<file path="config.mk">
export PLATFORM = sky130hd
export DESIGN_NAME = adjacency_matrix_graph_traversal
export DESIGN_NICKNAME = d
export VERILOG_FILES = /design/src/rtl/agt_pkg.sv /design/src/rtl/agt_dpath.sv /design/src/rtl/agt_ctrl.sv /design/src/rtl/adjacency_matrix_graph_traversal.sv
export SDC_FILE = /design/constraint.sdc
export NUM_CORES = 2
export LEC_CHECK = 0
export ABC_CLOCK_PERIOD_IN_PS = 10000
export BUFFER_PORTS_ARGS = -buffer_cell sky130_fd_sc_hd__buf_2
export CAP_MARGIN = 25
export CORE_MARGIN = 5
export CORE_UTILIZATION = 55
export DETAILED_ROUTE_END_ITERATION = 10
export GPL_ROUTABILITY_DRIVEN = 0
export HOLD_SLACK_MARGIN = 0.05
export MAX_ROUTING_LAYER = met4
export PLACE_DENSITY = 0.69
export SYNTH_ARGS = -nofsm -noshare
export SYNTH_HDL_FRONTEND = slang
export SYNTH_SLANG_ARGS = --single-unit
export TNS_END_PERCENT = 100
</file>
<file path="constraint.sdc">
create_clock -name clock -period 10 [get_ports clock]
set_input_delay 1.5 -clock clock [delete_from_list [all_inputs] [get_ports clock]]
set_output_delay 1.5 -clock clock [all_outputs]
set_load 0.01 [all_outputs]
</file>
<file path="src/rtl/agt_pkg.sv">
// Shared types and constants of the adjacency matrix graph traversal block.
package agt_pkg;

   localparam int DEFAULT_VERTEX_COUNT = 32;
   localparam int VERTEX_BITS          = 5;
   localparam int MAX_RESULTS          = 32;
   localparam int COUNT_BITS           = 6;

   localparam logic STATUS_OK   = 1'b0;
   localparam logic STATUS_SELF = 1'b1;

   typedef enum logic [1:0] {
      CMD_CONNECT    = 2'd0,
      CMD_DISCONNECT = 2'd1,
      CMD_BFS        = 2'd2,
      CMD_DFS        = 2'd3
   } command_type;

   typedef enum logic [4:0] {
      OP_NONE,
      OP_LOAD,
      OP_ROW_FROM,
      OP_ROW_CUR,
      OP_EDGE_WR,
      OP_EMIT_EDGE,
      OP_EMIT_START,
      OP_BFS_INIT,
      OP_BFS_DEQ,
      OP_BFS_ROW,
      OP_BFS_ENQ,
      OP_BFS_EMIT,
      OP_DFS_INIT,
      OP_DFS_PUSH,
      OP_DFS_POP,
      OP_DFS_RESTORE,
      OP_DFS_FINAL
   } dp_op_type;

   typedef struct packed {
      dp_op_type op;
   } dp_cmd_type;

   typedef struct packed {
      logic is_edge;
      logic is_bfs;
      logic is_self;
      logic edge_ok;
      logic start_ok;
      logic out_free;
      logic bfs_enq_ok;
      logic bfs_last;
      logic dfs_push_ok;
      logic dfs_bottom;
   } dp_status_type;

endpackage

</file>
<file path="src/rtl/agt_dpath.sv">
// Datapath of the graph traversal block: edge matrix, work list, visited set and result register.
module agt_dpath #(
   parameter int VERTEX_COUNT = agt_pkg::DEFAULT_VERTEX_COUNT
) (
   input  logic                              clock,
   input  logic                              reset,
   input  logic [1:0]                        req_command,
   input  logic [agt_pkg::VERTEX_BITS-1:0]   req_from_vertex,
   input  logic [agt_pkg::VERTEX_BITS-1:0]   req_to_vertex,
   input  agt_pkg::dp_cmd_type               cmd,
   output agt_pkg::dp_status_type            status,
   input  logic                              rsp_stall,
   output logic                              rsp_valid,
   output logic [agt_pkg::VERTEX_BITS-1:0]   rsp_vertex,
   output logic                              rsp_status,
   output logic                              rsp_last
);

   localparam int VW = $clog2(VERTEX_COUNT);
   localparam int PW = $clog2(VERTEX_COUNT + 1);
   localparam int CW = agt_pkg::COUNT_BITS;
   localparam logic [VERTEX_COUNT-1:0] ROW_ONE = {{(VERTEX_COUNT-1){1'b0}}, 1'b1};

   agt_pkg::command_type                cmd_ff, cmd_in;
   logic [agt_pkg::VERTEX_BITS-1:0]     from_ff, from_in;
   logic [agt_pkg::VERTEX_BITS-1:0]     to_ff, to_in;

   logic [VERTEX_COUNT-1:0]             edge_mem [VERTEX_COUNT];
   logic [VERTEX_COUNT-1:0]             row_valid_ff, row_valid_in;
   logic [VERTEX_COUNT-1:0]             row_q_ff;

   logic [VW-1:0]                       list_v_mem [VERTEX_COUNT];
   logic [PW-1:0]                       list_s_mem [VERTEX_COUNT];
   logic [VW-1:0]                       list_v_q_ff;
   logic [PW-1:0]                       list_s_q_ff;

   logic [VERTEX_COUNT-1:0]             visited_ff, visited_in;
   logic [PW-1:0]                       head_ff, head_in;
   logic [PW-1:0]                       tail_ff, tail_in;
   logic [VW-1:0]                       cur_v_ff, cur_v_in;
   logic [PW-1:0]                       cur_j_ff, cur_j_in;
   logic [VW-1:0]                       pend_v_ff, pend_v_in;
   logic [CW-1:0]                       count_ff, count_in;

   logic                                rsp_valid_ff, rsp_valid_in;
   logic [agt_pkg::VERTEX_BITS-1:0]     rsp_vertex_ff, rsp_vertex_in;
   logic                                rsp_status_ff, rsp_status_in;
   logic                                rsp_last_ff, rsp_last_in;

   logic [VW-1:0]                       start_v, to_v;
   logic                                from_in_range, to_in_range;
   logic [VERTEX_COUNT-1:0]             scan_mask, cand;
   logic                                first_any;
   logic [VW-1:0]                       first_idx;
   logic                                tail_room, count_room, out_free, bfs_last;
   logic [PW-1:0]                       tail_m1, tail_m2;
   logic [VERTEX_COUNT-1:0]             edge_wr_row;

   logic                                row_rd_en;
   logic [VW-1:0]                       row_rd_addr;
   logic                                list_rd_en;
   logic [VW-1:0]                       list_rd_addr;
   logic                                list_v_we, list_s_we;
   logic [VW-1:0]                       list_wr_addr;
   logic [VW-1:0]                       list_v_wdata;
   logic [PW-1:0]                       list_s_wdata;

   assign start_v       = VW'(from_ff);
   assign to_v          = VW'(to_ff);
   assign from_in_range = 32'(from_ff) < VERTEX_COUNT;
   assign to_in_range   = 32'(to_ff) < VERTEX_COUNT;
   assign tail_room     = tail_ff < PW'(VERTEX_COUNT);
   assign count_room    = count_ff < CW'(agt_pkg::MAX_RESULTS);
   assign out_free      = !rsp_valid_ff || !rsp_stall;
   assign tail_m1       = tail_ff - PW'(1);
   assign tail_m2       = tail_ff - PW'(2);
   assign bfs_last      = (head_ff == tail_ff) || (count_ff == CW'(agt_pkg::MAX_RESULTS - 1));

   always_comb begin
      for (int i = 0; i < VERTEX_COUNT; i++) begin
         scan_mask[i] = (i >= int'(cur_j_ff));
      end
   end

   // Depth-first scans resume at the saved position; breadth-first takes the whole row.
   assign cand = (cmd_ff == agt_pkg::CMD_DFS) ? (row_q_ff & ~visited_ff & scan_mask)
                                               : (row_q_ff & ~visited_ff);

   always_comb begin
      first_any = |cand;
      first_idx = '0;
      for (int i = VERTEX_COUNT - 1; i >= 0; i--) begin
         if (cand[i]) begin
            first_idx = VW'(i);
         end
      end
   end

   assign edge_wr_row = (cmd_ff == agt_pkg::CMD_CONNECT) ? (row_q_ff | (ROW_ONE << to_v))
                                                          : (row_q_ff & ~(ROW_ONE << to_v));

   always_comb begin
      status.is_edge     = (cmd_ff == agt_pkg::CMD_CONNECT) ||
                           (cmd_ff == agt_pkg::CMD_DISCONNECT);
      status.is_bfs      = (cmd_ff == agt_pkg::CMD_BFS);
      status.is_self     = (from_ff == to_ff);
      status.edge_ok     = from_in_range && to_in_range;
      status.start_ok    = from_in_range;
      status.out_free    = out_free;
      status.bfs_enq_ok  = first_any && tail_room;
      status.bfs_last    = bfs_last;
      status.dfs_push_ok = first_any && tail_room && count_room;
      status.dfs_bottom  = (tail_ff == PW'(1));
   end

   always_comb begin
      cmd_in        = cmd_ff;
      from_in       = from_ff;
      to_in         = to_ff;
      row_valid_in  = row_valid_ff;
      visited_in    = visited_ff;
      head_in       = head_ff;
      tail_in       = tail_ff;
      cur_v_in      = cur_v_ff;
      cur_j_in      = cur_j_ff;
      pend_v_in     = pend_v_ff;
      count_in      = count_ff;
      rsp_valid_in  = rsp_valid_ff && rsp_stall;
      rsp_vertex_in = rsp_vertex_ff;
      rsp_status_in = rsp_status_ff;
      rsp_last_in   = rsp_last_ff;
      row_rd_en     = 1'b0;
      row_rd_addr   = cur_v_ff;
      list_rd_en    = 1'b0;
      list_rd_addr  = head_ff[VW-1:0];
      list_v_we     = 1'b0;
      list_s_we     = 1'b0;
      list_wr_addr  = tail_ff[VW-1:0];
      list_v_wdata  = first_idx;
      list_s_wdata  = PW'(first_idx) + PW'(1);

      unique case (cmd.op)
         agt_pkg::OP_NONE: begin
         end
         agt_pkg::OP_LOAD: begin
            cmd_in  = agt_pkg::command_type'(req_command);
            from_in = req_from_vertex;
            to_in   = req_to_vertex;
         end
         agt_pkg::OP_ROW_FROM: begin
            row_rd_en   = 1'b1;
            row_rd_addr = start_v;
         end
         agt_pkg::OP_ROW_CUR: begin
            row_rd_en = 1'b1;
         end
         agt_pkg::OP_EDGE_WR: begin
            row_valid_in[start_v] = 1'b1;
         end
         agt_pkg::OP_EMIT_EDGE: begin
            rsp_valid_in  = 1'b1;
            rsp_vertex_in = '0;
            rsp_status_in = status.is_self ? agt_pkg::STATUS_SELF : agt_pkg::STATUS_OK;
            rsp_last_in   = 1'b1;
         end
         agt_pkg::OP_EMIT_START: begin
            rsp_valid_in  = 1'b1;
            rsp_vertex_in = from_ff;
            rsp_status_in = agt_pkg::STATUS_OK;
            rsp_last_in   = 1'b1;
         end
         agt_pkg::OP_BFS_INIT: begin
            visited_in   = ROW_ONE << start_v;
            list_v_we    = 1'b1;
            list_wr_addr = '0;
            list_v_wdata = start_v;
            head_in      = '0;
            tail_in      = PW'(1);
            count_in     = '0;
         end
         agt_pkg::OP_BFS_DEQ: begin
            list_rd_en = 1'b1;
            head_in    = head_ff + PW'(1);
         end
         agt_pkg::OP_BFS_ROW: begin
            row_rd_en   = 1'b1;
            row_rd_addr = list_v_q_ff;
            cur_v_in    = list_v_q_ff;
         end
         agt_pkg::OP_BFS_ENQ: begin
            visited_in = visited_ff | (ROW_ONE << first_idx);
            list_v_we  = 1'b1;
            tail_in    = tail_ff + PW'(1);
         end
         agt_pkg::OP_BFS_EMIT: begin
            rsp_valid_in  = 1'b1;
            rsp_vertex_in = agt_pkg::VERTEX_BITS'(cur_v_ff);
            rsp_status_in = agt_pkg::STATUS_OK;
            rsp_last_in   = bfs_last;
            count_in      = count_ff + CW'(1);
         end
         agt_pkg::OP_DFS_INIT: begin
            visited_in = ROW_ONE << start_v;
            cur_v_in   = start_v;
            cur_j_in   = '0;
            pend_v_in  = start_v;
            tail_in    = PW'(1);
            count_in   = CW'(1);
         end
         agt_pkg::OP_DFS_PUSH: begin
            // The previous vertex is known not to be the final one once a child is found.
            rsp_valid_in  = 1'b1;
            rsp_vertex_in = agt_pkg::VERTEX_BITS'(pend_v_ff);
            rsp_status_in = agt_pkg::STATUS_OK;
            rsp_last_in   = 1'b0;
            pend_v_in     = first_idx;
            list_v_we     = 1'b1;
            list_s_we     = 1'b1;
            list_wr_addr  = tail_m1[VW-1:0];
            list_v_wdata  = cur_v_ff;
            cur_v_in      = first_idx;
            cur_j_in      = '0;
            visited_in    = visited_ff | (ROW_ONE << first_idx);
            tail_in       = tail_ff + PW'(1);
            count_in      = count_ff + CW'(1);
         end
         agt_pkg::OP_DFS_POP: begin
            list_rd_en   = 1'b1;
            list_rd_addr = tail_m2[VW-1:0];
            tail_in      = tail_m1;
         end
         agt_pkg::OP_DFS_RESTORE: begin
            row_rd_en   = 1'b1;
            row_rd_addr = list_v_q_ff;
            cur_v_in    = list_v_q_ff;
            cur_j_in    = list_s_q_ff;
         end
         agt_pkg::OP_DFS_FINAL: begin
            rsp_valid_in  = 1'b1;
            rsp_vertex_in = agt_pkg::VERTEX_BITS'(pend_v_ff);
            rsp_status_in = agt_pkg::STATUS_OK;
            rsp_last_in   = 1'b1;
         end
         default: begin
         end
      endcase
   end

   // Edge rows and work list storage with registered read data.
   always_ff @(posedge clock) begin
      if (cmd.op == agt_pkg::OP_EDGE_WR) begin
         edge_mem[start_v] <= edge_wr_row;
      end
      if (row_rd_en) begin
         row_q_ff <= row_valid_ff[row_rd_addr] ? edge_mem[row_rd_addr] : '0;
      end
      if (list_v_we) begin
         list_v_mem[list_wr_addr] <= list_v_wdata;
      end
      if (list_s_we) begin
         list_s_mem[list_wr_addr] <= list_s_wdata;
      end
      if (list_rd_en) begin
         list_v_q_ff <= list_v_mem[list_rd_addr];
         list_s_q_ff <= list_s_mem[list_rd_addr];
      end
   end

   always_ff @(posedge clock) begin
      if (reset) begin
         row_valid_ff <= '0;
         rsp_valid_ff <= 1'b0;
      end else begin
         row_valid_ff <= row_valid_in;
         rsp_valid_ff <= rsp_valid_in;
      end
      cmd_ff        <= cmd_in;
      from_ff       <= from_in;
      to_ff         <= to_in;
      visited_ff    <= visited_in;
      head_ff       <= head_in;
      tail_ff       <= tail_in;
      cur_v_ff      <= cur_v_in;
      cur_j_ff      <= cur_j_in;
      pend_v_ff     <= pend_v_in;
      count_ff      <= count_in;
      rsp_vertex_ff <= rsp_vertex_in;
      rsp_status_ff <= rsp_status_in;
      rsp_last_ff   <= rsp_last_in;
   end

   assign rsp_valid  = rsp_valid_ff;
   assign rsp_vertex = rsp_vertex_ff;
   assign rsp_status = rsp_status_ff;
   assign rsp_last   = rsp_last_ff;

endmodule

</file>
<file path="src/rtl/agt_ctrl.sv">
// Controller state machine that sequences edge updates and traversals.
module agt_ctrl (
   input  logic                   clock,
   input  logic                   reset,
   input  logic                   req_valid,
   output logic                   req_stall,
   input  agt_pkg::dp_status_type status,
   output agt_pkg::dp_cmd_type    cmd
);

   typedef enum logic [4:0] {
      S_IDLE,
      S_DECODE,
      S_EDGE_RD,
      S_EDGE_WR,
      S_EDGE_EMIT,
      S_START_EMIT,
      S_BFS_INIT,
      S_BFS_DEQ,
      S_BFS_ROW,
      S_BFS_SCAN,
      S_BFS_EMIT,
      S_DFS_INIT,
      S_DFS_ROW,
      S_DFS_SCAN,
      S_DFS_RESTORE,
      S_DFS_FINAL
   } state_type;

   state_type state_ff;

   assign req_stall = (state_ff != S_IDLE);

   always_comb begin
      cmd.op = agt_pkg::OP_NONE;
      unique case (state_ff)
         S_IDLE:        cmd.op = req_valid ? agt_pkg::OP_LOAD : agt_pkg::OP_NONE;
         S_DECODE:      cmd.op = agt_pkg::OP_NONE;
         S_EDGE_RD:     cmd.op = agt_pkg::OP_ROW_FROM;
         S_EDGE_WR:     cmd.op = agt_pkg::OP_EDGE_WR;
         S_EDGE_EMIT:   cmd.op = status.out_free ? agt_pkg::OP_EMIT_EDGE : agt_pkg::OP_NONE;
         S_START_EMIT:  cmd.op = status.out_free ? agt_pkg::OP_EMIT_START : agt_pkg::OP_NONE;
         S_BFS_INIT:    cmd.op = agt_pkg::OP_BFS_INIT;
         S_BFS_DEQ:     cmd.op = agt_pkg::OP_BFS_DEQ;
         S_BFS_ROW:     cmd.op = agt_pkg::OP_BFS_ROW;
         S_BFS_SCAN:    cmd.op = status.bfs_enq_ok ? agt_pkg::OP_BFS_ENQ : agt_pkg::OP_NONE;
         S_BFS_EMIT:    cmd.op = status.out_free ? agt_pkg::OP_BFS_EMIT : agt_pkg::OP_NONE;
         S_DFS_INIT:    cmd.op = agt_pkg::OP_DFS_INIT;
         S_DFS_ROW:     cmd.op = agt_pkg::OP_ROW_CUR;
         S_DFS_SCAN: begin
            if (status.dfs_push_ok) begin
               cmd.op = status.out_free ? agt_pkg::OP_DFS_PUSH : agt_pkg::OP_NONE;
            end else if (!status.dfs_bottom) begin
               cmd.op = agt_pkg::OP_DFS_POP;
            end
         end
         S_DFS_RESTORE: cmd.op = agt_pkg::OP_DFS_RESTORE;
         S_DFS_FINAL:   cmd.op = status.out_free ? agt_pkg::OP_DFS_FINAL : agt_pkg::OP_NONE;
         default:       cmd.op = agt_pkg::OP_NONE;
      endcase
   end

   always_ff @(posedge clock) begin
      if (reset) begin
         state_ff <= S_IDLE;
      end else begin
         unique case (state_ff)
            S_IDLE: begin
               if (req_valid) state_ff <= S_DECODE;
            end
            S_DECODE: begin
               if (status.is_edge) begin
                  state_ff <= (!status.is_self && status.edge_ok) ? S_EDGE_RD : S_EDGE_EMIT;
               end else if (!status.start_ok) begin
                  state_ff <= S_START_EMIT;
               end else begin
                  state_ff <= status.is_bfs ? S_BFS_INIT : S_DFS_INIT;
               end
            end
            S_EDGE_RD:     state_ff <= S_EDGE_WR;
            S_EDGE_WR:     state_ff <= S_EDGE_EMIT;
            S_EDGE_EMIT: begin
               if (status.out_free) state_ff <= S_IDLE;
            end
            S_START_EMIT: begin
               if (status.out_free) state_ff <= S_IDLE;
            end
            S_BFS_INIT:    state_ff <= S_BFS_DEQ;
            S_BFS_DEQ:     state_ff <= S_BFS_ROW;
            S_BFS_ROW:     state_ff <= S_BFS_SCAN;
            S_BFS_SCAN: begin
               if (!status.bfs_enq_ok) state_ff <= S_BFS_EMIT;
            end
            S_BFS_EMIT: begin
               if (status.out_free) state_ff <= status.bfs_last ? S_IDLE : S_BFS_DEQ;
            end
            S_DFS_INIT:    state_ff <= S_DFS_ROW;
            S_DFS_ROW:     state_ff <= S_DFS_SCAN;
            S_DFS_SCAN: begin
               if (status.dfs_push_ok) begin
                  if (status.out_free) state_ff <= S_DFS_ROW;
               end else if (status.dfs_bottom) begin
                  state_ff <= S_DFS_FINAL;
               end else begin
                  state_ff <= S_DFS_RESTORE;
               end
            end
            S_DFS_RESTORE: state_ff <= S_DFS_SCAN;
            S_DFS_FINAL: begin
               if (status.out_free) state_ff <= S_IDLE;
            end
            default:       state_ff <= S_IDLE;
         endcase
      end
   end

endmodule

</file>
<file path="src/rtl/adjacency_matrix_graph_traversal.sv">
// Top level of the adjacency matrix graph traversal block.
//
// This block holds a directed graph as one row of edge bits per source vertex and runs four
// commands: connect and disconnect set or clear one edge and give a single result (status
// reports a refused self edge), while breadth-first and depth-first traversals give one result
// per vertex reached, in visit order, with last set on the final one. Neighbors are always
// taken in ascending index order. A request is taken only while the controller is idle, so
// one command is in flight at a time, but the result register lets the next request transfer
// while an earlier result still waits on rsp_stall. An edge command goes through decode, the
// edge row read, the edge row write and its result; a refused or out-of-range one goes from
// decode straight to its result. A breadth-first traversal starts with decode and an init
// step, and for each visited vertex reads the work list and then the edge row, takes one
// scan step per neighbor it queues plus a closing scan step, and gives the result. A
// depth-first traversal starts with decode, init, an edge row read and a scan and ends with
// the final result; each descent is a scan step that gives a result and then an edge row
// read, and each return a pop and a restore step. In both, the pace is set by the registered
// reads of the edge row memory and the work list memory, one access each per cycle, and by
// the single first-unvisited-neighbor search that is shared by all steps. The edge rows
// carry one valid bit per row that reset clears at once, so there is no clearing pass and
// the block accepts requests right after reset.
module adjacency_matrix_graph_traversal #(
   parameter int VERTEX_COUNT = agt_pkg::DEFAULT_VERTEX_COUNT
) (
   input  logic                            clock,
   input  logic                            reset,
   input  logic                            req_valid,
   output logic                            req_stall,
   input  logic [1:0]                      req_command,
   input  logic [agt_pkg::VERTEX_BITS-1:0] req_from_vertex,
   input  logic [agt_pkg::VERTEX_BITS-1:0] req_to_vertex,
   output logic                            rsp_valid,
   input  logic                            rsp_stall,
   output logic [agt_pkg::VERTEX_BITS-1:0] rsp_vertex,
   output logic                            rsp_status,
   output logic                            rsp_last
);

   // Command and status between the sequencer and the datapath.
   agt_pkg::dp_cmd_type    dp_cmd;
   agt_pkg::dp_status_type dp_status;

   // The controller decides every step; the request transfers while it sits idle.
   agt_ctrl u_ctrl (
      .clock     (clock),
      .reset     (reset),
      .req_valid (req_valid),
      .req_stall (req_stall),
      .status    (dp_status),
      .cmd       (dp_cmd)
   );

   // The datapath owns the edge memory, the queue or stack, and the result register.
   agt_dpath #(
      .VERTEX_COUNT (VERTEX_COUNT)
   ) u_dpath (
      .clock           (clock),
      .reset           (reset),
      .req_command     (req_command),
      .req_from_vertex (req_from_vertex),
      .req_to_vertex   (req_to_vertex),
      .cmd             (dp_cmd),
      .status          (dp_status),
      .rsp_stall       (rsp_stall),
      .rsp_valid       (rsp_valid),
      .rsp_vertex      (rsp_vertex),
      .rsp_status      (rsp_status),
      .rsp_last        (rsp_last)
   );

endmodule

</file>
==> results_dict.tcl <==
set metrics [dict create \
    status "complete, no violations" \
    route.vias.total 44100 \
    core_sq_um 118000 \
    cts_tree "yes" \
    grt_pass1_wl_microns 269000 \
    power_frac_clock 0.258 \
    final-seq-area_sq_um 45900 \
    r2r_end "u_dpath.list_s_q_ff[0]" \
    hold_buffers 0 \
    syn_avg_cell_area_sq_um 12.6 \
    hold_class "reg -> reg" \
    syn_area_sq_um 65500 \
    rsz0062_at_grt "no" \
    p_comb_frac 0.341 \
    cts.sinks 1541 \
    min_from "u_dpath.row_valid_ff[7]" \
    wl_microns 182000 \
    clkTransAtPathRegs_ns 0.06 \
    hold_end "u_dpath.row_valid_ff[7]" \
    place_area_sq_um 67500 \
    vdd_ir_drop_max_uv 327 \
    p_per_area_nw_per_um2 302 \
    synth_nets 5232 \
    antenna_found_initial 3 \
    report.final.slew_viol_count 0 \
    yosysSeqAreaShare 0.701 \
    drt_iter0_drc 6488 \
    ios 25 \
    die_y_microns 355 \
    ctsResizeCount 0 \
    ant_nets 0 \
    endpoint_kind "flip-flop" \
    track_usage 0.292 \
    hpwlAfterDp_microns 96900 \
    cts_setup_buffers 0 \
    hold_ws_ns 0.468 \
    crit_required_ns 10.65 \
    layout-drive-gt1-share 0.0860 \
    fillers 8786 \
    sw_frac_of_total 0.372 \
    post-route-util 0.613 \
    internal_power_w 0.0137 \
    postLayoutCellArea_sq_um 72400 \
    r2r-start "u_dpath.cmd_ff[1]" \
    hold_violations 0 \
    std_cell_rows 126 \
    ff2ff_path_depth 12 \
    cp_max_fo 96 \
    setup_tns_ns 0 \
    worst_pin_slew_ns 1.27 \
    worstSetupPathType "reg -> reg" \
    grt_overflow 0 \
    htreeDepth 4 \
    clkLatencyLatePin_ns 0.79 \
    ys.flop_type "edfxtp_1" \
    p_leak_nw 24.3 \
    detail_route.wl_per_cell_microns 26.9 \
    ys_async_sr_fraction 0 \
    fin_crit_ns 6.18 \
    multi_input_area_sq_um 17900 \
    portBuffers 24 \
    power.switching_w 0.00815 \
    clock-root-buffer "clkbuf_16" \
    finalSetupViolations 0 \
    synth_edf_count 1504 \
    fmax_ghz 0.162 \
    areaGrowthSynthToFinish_pct 10.6 \
    final_cell_mix "1504 x edfxtp_1, 1124 x nand2_1, 400 x a211oi_1" \
    maxCapViolCount 0 \
    die_w_microns 355 \
    grt_start_max_net_pins 191 \
    skew_ns 0.0364 \
    die_area_sq_um 126000 \
    final_nets 5133 \
    finalCritPeriodShare 0.618 \
    synth_cell_types 84 \
    viasPerCell 6.51 \
    crit_arrival_ns 6.83 \
    p_seq_frac 0.401 \
    grt_pass1_vias 41100 \
    cts_buffer_depth 3 \
    first_pass_iters 9 \
    max-slew-margin-rel 0.156 \
    whs_path_depth 2 \
    ys.warnings.count 0 \
    drc 0 \
    ys_seq_elements 1541 \
    ff2ff_setup_slack_ns 3.82 \
    synthesis.instances 5205 \
    numCtsBuffers 156 \
    start_util 0.554 \
    start_kind "flip-flop" \
    final_common_cell "edfxtp_1" \
]
==> Yosys cell counts (15+ instances only) <==
cell type  count  area share
a31oi_1       83      0.0079
xor2_1        15      0.0020
o22ai_1       16      0.0015
nand2b_1      24      0.0023
nand3_1      197       0.015
a21oi_1       57      0.0044
buf_2         66      0.0050
inv_1        193       0.011
o41ai_1       46      0.0062
and3_1       200       0.019
o21a_1        38      0.0044
mux2_2        20      0.0034
buf_1         30      0.0017
a211oi_1     401       0.046
dfxtp_1       37       0.011
nor2_1       226       0.013
edfxtp_1    1504        0.69
a311oi_1     198       0.026
nor2b_1       34      0.0032
nand2_1     1124       0.064
o21ai_0       69      0.0053
and2_1        20      0.0019
clkbuf_1     288       0.017
nor3_1        96      0.0073
==> layer usage <==
| layer | vias up | wire length [microns] | track usage |
|---|---|---|---|
| met5 | - | 0 | - |
| met4 | 0 | 6150 | 0.0979 |
| met3 | 421 | 21400 | 0.0592 |
| met2 | 2605 | 81900 | 0.426 |
| met1 | 21600 | 72800 | 0.418 |
| li1 | 19400 | - | - |
==> final cells by class <==
type / instances / share of cell area
Timing Repair Buffer: 130 / 0.0141
Multi-Input combinational cell: 3083 / 0.247
Clock buffer: 215 / 0.0578
Tap cell: 1536 / 0.0265
Clock inverter: 68 / 0.0100
Inverter: 194 / 0.0101
Antenna cell: 6 / 0.000207
Sequential cell: 1541 / 0.634
==> critical path: stages (launching register included) <==
cell	delay (ns)
edfxtp_1	0.32
buf_4	0.34
nand2_1	0.37
o2111ai_1	0.43
o21ai_1	0.19
or3_4	0.46
nor4_4	0.51
a21o_4	0.57
a21o_4	0.77
buf_4	0.88
a211oi_1	0.22
o41ai_1	0.63
o2111a_1	0.26
==> power by group through the flow <==
stage          clock [W]  combinational (W)  sequential (W)
4_1_cts          0.00572            0.00735         0.00875
5_1_grt          0.00600            0.00804         0.00877
3_3_place_gp           0            0.00721         0.00888
6_report         0.00566            0.00747         0.00877
3_5_place_dp           0            0.00731         0.00888
2_1_floorplan          0            0.00479         0.00873
==> logic make-up (layout without fill, tap and decap cells) <==
group,Yosys count,in the layout,share of synthesized area
buffers and inverters,581,607,0.0347
DFF,1541,1541,0.701
muxes,36,36,0.00614
xor gates and xnor gates,29,29,0.00388
AOI/OAI and AO/OA,1033,1033,0.119
adders and majority gates,11,11,0.00210
other,0,6,0
and+or+nand+nor,1974,1974,0.133
==> state kept, by name, summed over array words and instances (netlist names) <==
name,cells
u_dpath.visited_ff,32
u_dpath.cur_v_ff,5
u_ctrl.state_ff,4
u_dpath.list_s_q_ff,6
u_dpath.head_ff,6
u_dpath.tail_ff,6
u_dpath.cur_j_ff,6
u_dpath.rsp_vertex,5
u_dpath.cmd_ff,2
u_dpath.rsp_status,1
u_dpath.count_ff,6
u_dpath.list_v_mem,160
u_dpath.row_valid_ff,32
u_dpath.rsp_last,1
u_dpath.row_q_ff,32
u_dpath.list_s_mem,192
u_dpath.list_v_q_ff,5
u_dpath.edge_mem,1024
u_dpath.from_ff,5
u_dpath.pend_v_ff,5
u_dpath.rsp_valid,1
u_dpath.to_ff,5
==> worst max-delay path by stage <==
| stage | from | slack [ns] | depth (start not counted) | end |
|---|---|---|---|---|
| detailed placement | u_dpath.cmd_ff[0] | 4.00 | 12 | u_dpath.list_s_q_ff[5] |
| floorplan | u_dpath.cur_j_ff[5] | 5.34 | 11 | u_dpath.list_s_mem[0][4] |
| CTS | u_dpath.cmd_ff[0] | 3.95 | 12 | u_dpath.list_s_q_ff[0] |
| finish | u_dpath.cmd_ff[1] | 3.82 | 12 | u_dpath.list_s_q_ff[0] |
| global placement | u_dpath.cmd_ff[1] | 4.19 | 12 | u_dpath.list_s_q_ff[3] |
| global route | u_dpath.cmd_ff[1] | 3.43 | 12 | u_dpath.list_s_q_ff[3] |
==> metrics by stage <==
stage,instances,total power [W],setup slack [ns]
after detailed placement,6483,0.0162,4.00
final,6773,0.0219,3.82
after CTS,6766,0.0218,3.95
after floorplan,5205,0.0135,5.34
after global routing,6769,0.0228,3.43
after global placement,6482,0.0161,4.19
(Power assumes the default switching activity.)
